==> config.mk <==
export PLATFORM = sky130hd
export DESIGN_NAME = ple_cell
export DESIGN_NICKNAME = d
export VERILOG_FILES = /design/src/rtl/assert_macros.svh /design/src/rtl/ple_pkg.sv /design/src/rtl/ple_cell.sv
export SDC_FILE = /design/constraint.sdc
export NUM_CORES = 1
export LEC_CHECK = 0
export BUFFER_PORTS_ARGS = -buffer_cell sky130_fd_sc_hd__buf_2
export CAP_MARGIN = 15
export CORE_UTILIZATION = 37
export CTS_CLUSTER_DIAMETER = 80
export DETAILED_ROUTE_END_ITERATION = 12
export PLACE_DENSITY = 0.91
export SETUP_SLACK_MARGIN = 0.1
export SLEW_MARGIN = 5
export SYNTH_ARGS = -nofsm -noshare
export SYNTH_HDL_FRONTEND = slang
export SYNTH_SLANG_ARGS = --single-unit
==> constraint.sdc <==
create_clock -name clk -period 2.4 [get_ports clk]
set_clock_uncertainty 0.1 [all_clocks]
set_input_delay 0.6 -clock clk [delete_from_list [all_inputs] [get_ports clk]]
set_output_delay 0.6 -clock clk [all_outputs]
set_load 0.01 [all_outputs]
==> src/rtl/assert_macros.svh <==
// Assertion macros for the list engine. Each expects clk and rst in scope.
`ifndef ASSERT_MACROS_SVH
`define ASSERT_MACROS_SVH
`ifndef NO_ASSERTIONS
// expr must hold at every clock edge out of reset
`define ASSERT_ALWAYS(lbl, expr) \
  lbl: assert property (@(posedge clk) disable iff (rst) (expr)) \
    else $error("assertion failed: invariant");
// post must hold in the cycle after pre
`define ASSERT_NEXT(lbl, pre, post) \
  lbl: assert property (@(posedge clk) disable iff (rst) (pre) |=> (post)) \
    else $error("assertion failed: next-cycle check");
`else
`define ASSERT_ALWAYS(lbl, expr)
`define ASSERT_NEXT(lbl, pre, post)
`endif
`endif

==> src/rtl/ple_pkg.sv <==
package ple_pkg;

  // operation codes
  localparam logic [2:0] OP_CREATE    = 3'd0;
  localparam logic [2:0] OP_PROBE     = 3'd1;
  localparam logic [2:0] OP_VIEW      = 3'd2;
  localparam logic [2:0] OP_INSERT    = 3'd3;
  localparam logic [2:0] OP_DEL_VALUE = 3'd4;
  localparam logic [2:0] OP_DEL_POS   = 3'd5;
  localparam logic [2:0] OP_DEL_MATCH = 3'd6;
  localparam logic [2:0] OP_DESTROY   = 3'd7;

  // status codes
  localparam logic [1:0] ST_OK       = 2'd0;
  localparam logic [1:0] ST_BAD_POS  = 2'd1;
  localparam logic [1:0] ST_MISMATCH = 2'd2;
  localparam logic [1:0] ST_FULL     = 2'd3;

  // per-cell commands, broadcast to the whole row
  localparam logic [2:0] CELL_HOLD   = 3'd0;
  localparam logic [2:0] CELL_ROT    = 3'd1;
  localparam logic [2:0] CELL_REMOVE = 3'd2;
  localparam logic [2:0] CELL_INSERT = 3'd3;
  localparam logic [2:0] CELL_SORT   = 3'd4;

  typedef struct packed {
    logic [2:0]         op;
    logic [7:0]         position;
    logic signed [31:0] value;
  } ple_in_t;

  typedef struct packed {
    logic [1:0]         status;
    logic signed [31:0] entry_value;
    logic [6:0]         entry_count;
    logic               list_created;
    logic [6:0]         removed_count;
  } ple_out_t;

  typedef struct packed {
    logic [2:0]         code;
    logic [7:0]         pos0;    // zero-based target position
    logic signed [31:0] value;   // word written on insert
    logic               parity;  // odd/even pairing for the sort pass
  } cell_ctl_t;

endpackage

==> src/rtl/ple_cell.sv <==
module ple_cell #(
  parameter int INDEX = 0,
  parameter int DEPTH = 64
) (
  input  logic               clk,
  input  ple_pkg::cell_ctl_t ctl,
  input  logic signed [31:0] left_data,
  input  logic               left_dead,
  input  logic signed [31:0] right_data,
  input  logic               right_dead,
  output logic signed [31:0] data,
  output logic               dead
);
  import ple_pkg::*;

  localparam logic [7:0] IDX       = 8'(INDEX);
  localparam logic       ODD       = 1'(INDEX % 2);
  localparam logic       HAS_LEFT  = (INDEX > 0);
  localparam logic       HAS_RIGHT = (INDEX + 1 < DEPTH);

  logic signed [31:0] data_next;
  logic               dead_next;
  logic               pair_left;
  logic               pair_right;

  // sort pass pairs cell j with j+1 when j matches the round parity
  assign pair_left  = HAS_RIGHT && (ODD == ctl.parity);
  assign pair_right = HAS_LEFT && (ODD != ctl.parity);

  always_comb begin
    data_next = data;
    dead_next = dead;
    case (ctl.code)
      CELL_ROT: begin
        data_next = right_data;
        dead_next = right_dead;
      end
      CELL_REMOVE: begin
        if (IDX >= ctl.pos0) begin
          data_next = right_data;
          dead_next = right_dead;
        end
      end
      CELL_INSERT: begin
        if (IDX > ctl.pos0) begin
          data_next = left_data;
          dead_next = left_dead;
        end else if (IDX == ctl.pos0) begin
          data_next = ctl.value;
        end
      end
      CELL_SORT: begin
        // dead words bubble right, live words keep their order
        if (pair_left && dead && !right_dead) begin
          data_next = right_data;
          dead_next = right_dead;
        end else if (pair_right && left_dead && !dead) begin
          data_next = left_data;
          dead_next = left_dead;
        end
      end
      default: ;
    endcase
  end

  always_ff @(posedge clk) begin
    data <= data_next;
    dead <= dead_next;
  end

endmodule

==> results.yml <==
status:
  outcome: "finished clean"
final_layout:
  syn2layout_area_growth_pct: 45.5
  final_nets: 308
  mostFrequentLayoutCell: "buf_2"
  fillers: 349
  drive_above_1_share: 0.788
  num_antenna_cells: 0
  mostFrequentLayoutCells: "111 x buf_2, 33 x edfxtp_1, 30 x mux2_4"
drt:
  num_vias: 1163
  post_drt_wl_per_cell_um: 13.9
  antenna_left: 0
  routed_wl_um: 3440
  drt_first_iter_violations: 62
  drc: 0
  first_pass_iters: 5
  drt-vias-per-instance: 4.69
place:
  numPortBuffers: 111
  pre_cts_slack_ns: 0.361
  gp_congestion: 0.663
power:
  max-vdd-ir-drop_v: 0.000301
  leakage_nw: 1.15
  power-per-cell-area_mw_per_mm2: 629
cts:
  cts.sinks: 33
  cts_made_buffers: 5
  root_buffer: "clkbuf_8"
  htreeDepth: 2
  cts_tree: "done"
  post_cts_buffers: 0
  insertion_delay_ns: 0.27
  ctsResizeCount: 0
  clkTransAtPathRegs_ns: 0.07
  ctsHoldBuffers: 0
  cts_max_path_buffers: 2
run:
  drv_cap: 0
yosys:
  synth_fp_nets: 191
  syn_avg_cell_area_sq_um: 20.1
  synth_area_sq_mm: 0.00161
  synth-seq-cells: 33
  seq_area_frac_synth: 0.615
  ys_types: 13
  yosysWarnings: 0
  synthCells: 80
timing:
  rsz0062_at_grt: "false"
  clock.fmax_mhz: 576
  setup_tns_ns: 0
  min_period_over_period: 0.724
  fin_ws_ns: 0.662
  final-setup-viol-count: 0
  final_max_slew_viol_count: 0
  worstMarginPinSlew_ns: 0.317
  hold_viol: 0
  slew_headroom: 0.788
  fin_crit_ns: 1.74
grt:
  overflow: 0
  antenna_found_initial: 0
  grt_pass1_vias: 1116
  grt_pass1_wl_um: 4650
  grt_usage: 0.142
  grt_start_max_net_pins: 33
floorplanning:
  rows: 23
  start_util: 0.394
  die_x_um: 68.0
  die_height_um: 68.0
  dieArea_sq_mm: 0.00462
  coreArea_sq_mm: 0.00409
  io_pins: 144
setup_path:
  r2r_cells: 3
  crit_type: "input pin to flip-flop"
  start_kind: "input pin"
  arrival_ns: 1.66
  crit_fanout: 17
  crit_required_ns: 2.32
  worst_setup_path_end_kind: "flip-flop"
min_path:
  min_path_cells: 2
  min_path_type: "input pin to flip-flop"
-- layout make-up --
cell class,count,area (sq um),share of cell area
Sequential cell,33,991,0.423
Clock inverter,3,65.1,0.0278
Clock buffer,5,68.8,0.0294
Tap cell,50,62.6,0.0267
Multi-Input combinational cell,44,559,0.239
Timing Repair Buffer,113,596,0.254
-- state kept, by name, summed over array words and instances (netlist names) --
signal / cells
dead: 1
data: 32
-- logic make-up (layout without fill, tap and decap cells) --
logic type / Yosys count / count (layout) / share of synthesized area
simple gates: 9 / 9 / 0.0381
flops: 33 / 33 / 0.615
compound gates: 2 / 2 / 0.00855
buf+inv: 3 / 121 / 0.0373
mux: 33 / 33 / 0.301
-- path summary, 6_finish.rpt --
| kind | end | slack (ns) | from |
|---|---|---|---|
| max | data[5] | 0.66 | ctl[42] |
| min | data[13] | 0.51 | ctl[14] |
| max reg2reg | data[21] | 1.09 | dead |
| min reg2reg | dead | 0.61 | dead |
-- critical path: stages --
cell     delay (ns)
buf_2          0.11
nor2b_4        0.13
nand2_4        0.25
buf_12         0.23
mux2_4         0.32
-- synthesized netlist by cell type (all sizes together) --
library cell | count | area share
nand3 | 1 | 0.0031
buf | 3 | 0.037
a41oi | 1 | 0.0054
nor2 | 2 | 0.0047
nor3b | 1 | 0.0047
mux2 | 33 | 0.30
nand2 | 2 | 0.0093
nor2b | 1 | 0.0085
o21ai | 1 | 0.0031
edfxtp | 33 | 0.62
nor4 | 2 | 0.0078
-- power by group --
group | internal (mW) | leakage (nW) | switching [mW]
clock network | 0.412 | 0.0681 | 0.200
registers | 0.662 | 0.304 | 0.00475
logic | 0.121 | 0.778 | 0.0726
-- metrics by stage --
step / power, mW / hold WS, ns / instances / instance area (sq um) / util
detailed placement: 0.876 / 0.589 / 240 / 2210 / 0.540
global placement: 0.868 / 0.582 / 240 / 2210 / 0.540
global route: 1.52 / 0.505 / 248 / 2340 / 0.573
CTS: 1.49 / 0.504 / 248 / 2340 / 0.573
finish: 1.47 / 0.514 / 248 / 2340 / 0.573
floorplan: 0.783 / 0.612 / 80 / 1610 / -
-- routing by layer --
layer / up-vias / track usage / wire length, um
li1: 548 / - / -
met5: - / 0 / 0
met4: 0 / 0.0859 / 65
met3: 7 / 0.0250 / 186
met2: 64 / 0.277 / 1970
met1: 544 / 0.135 / 1220
Power figures use the tool's default switching activity.
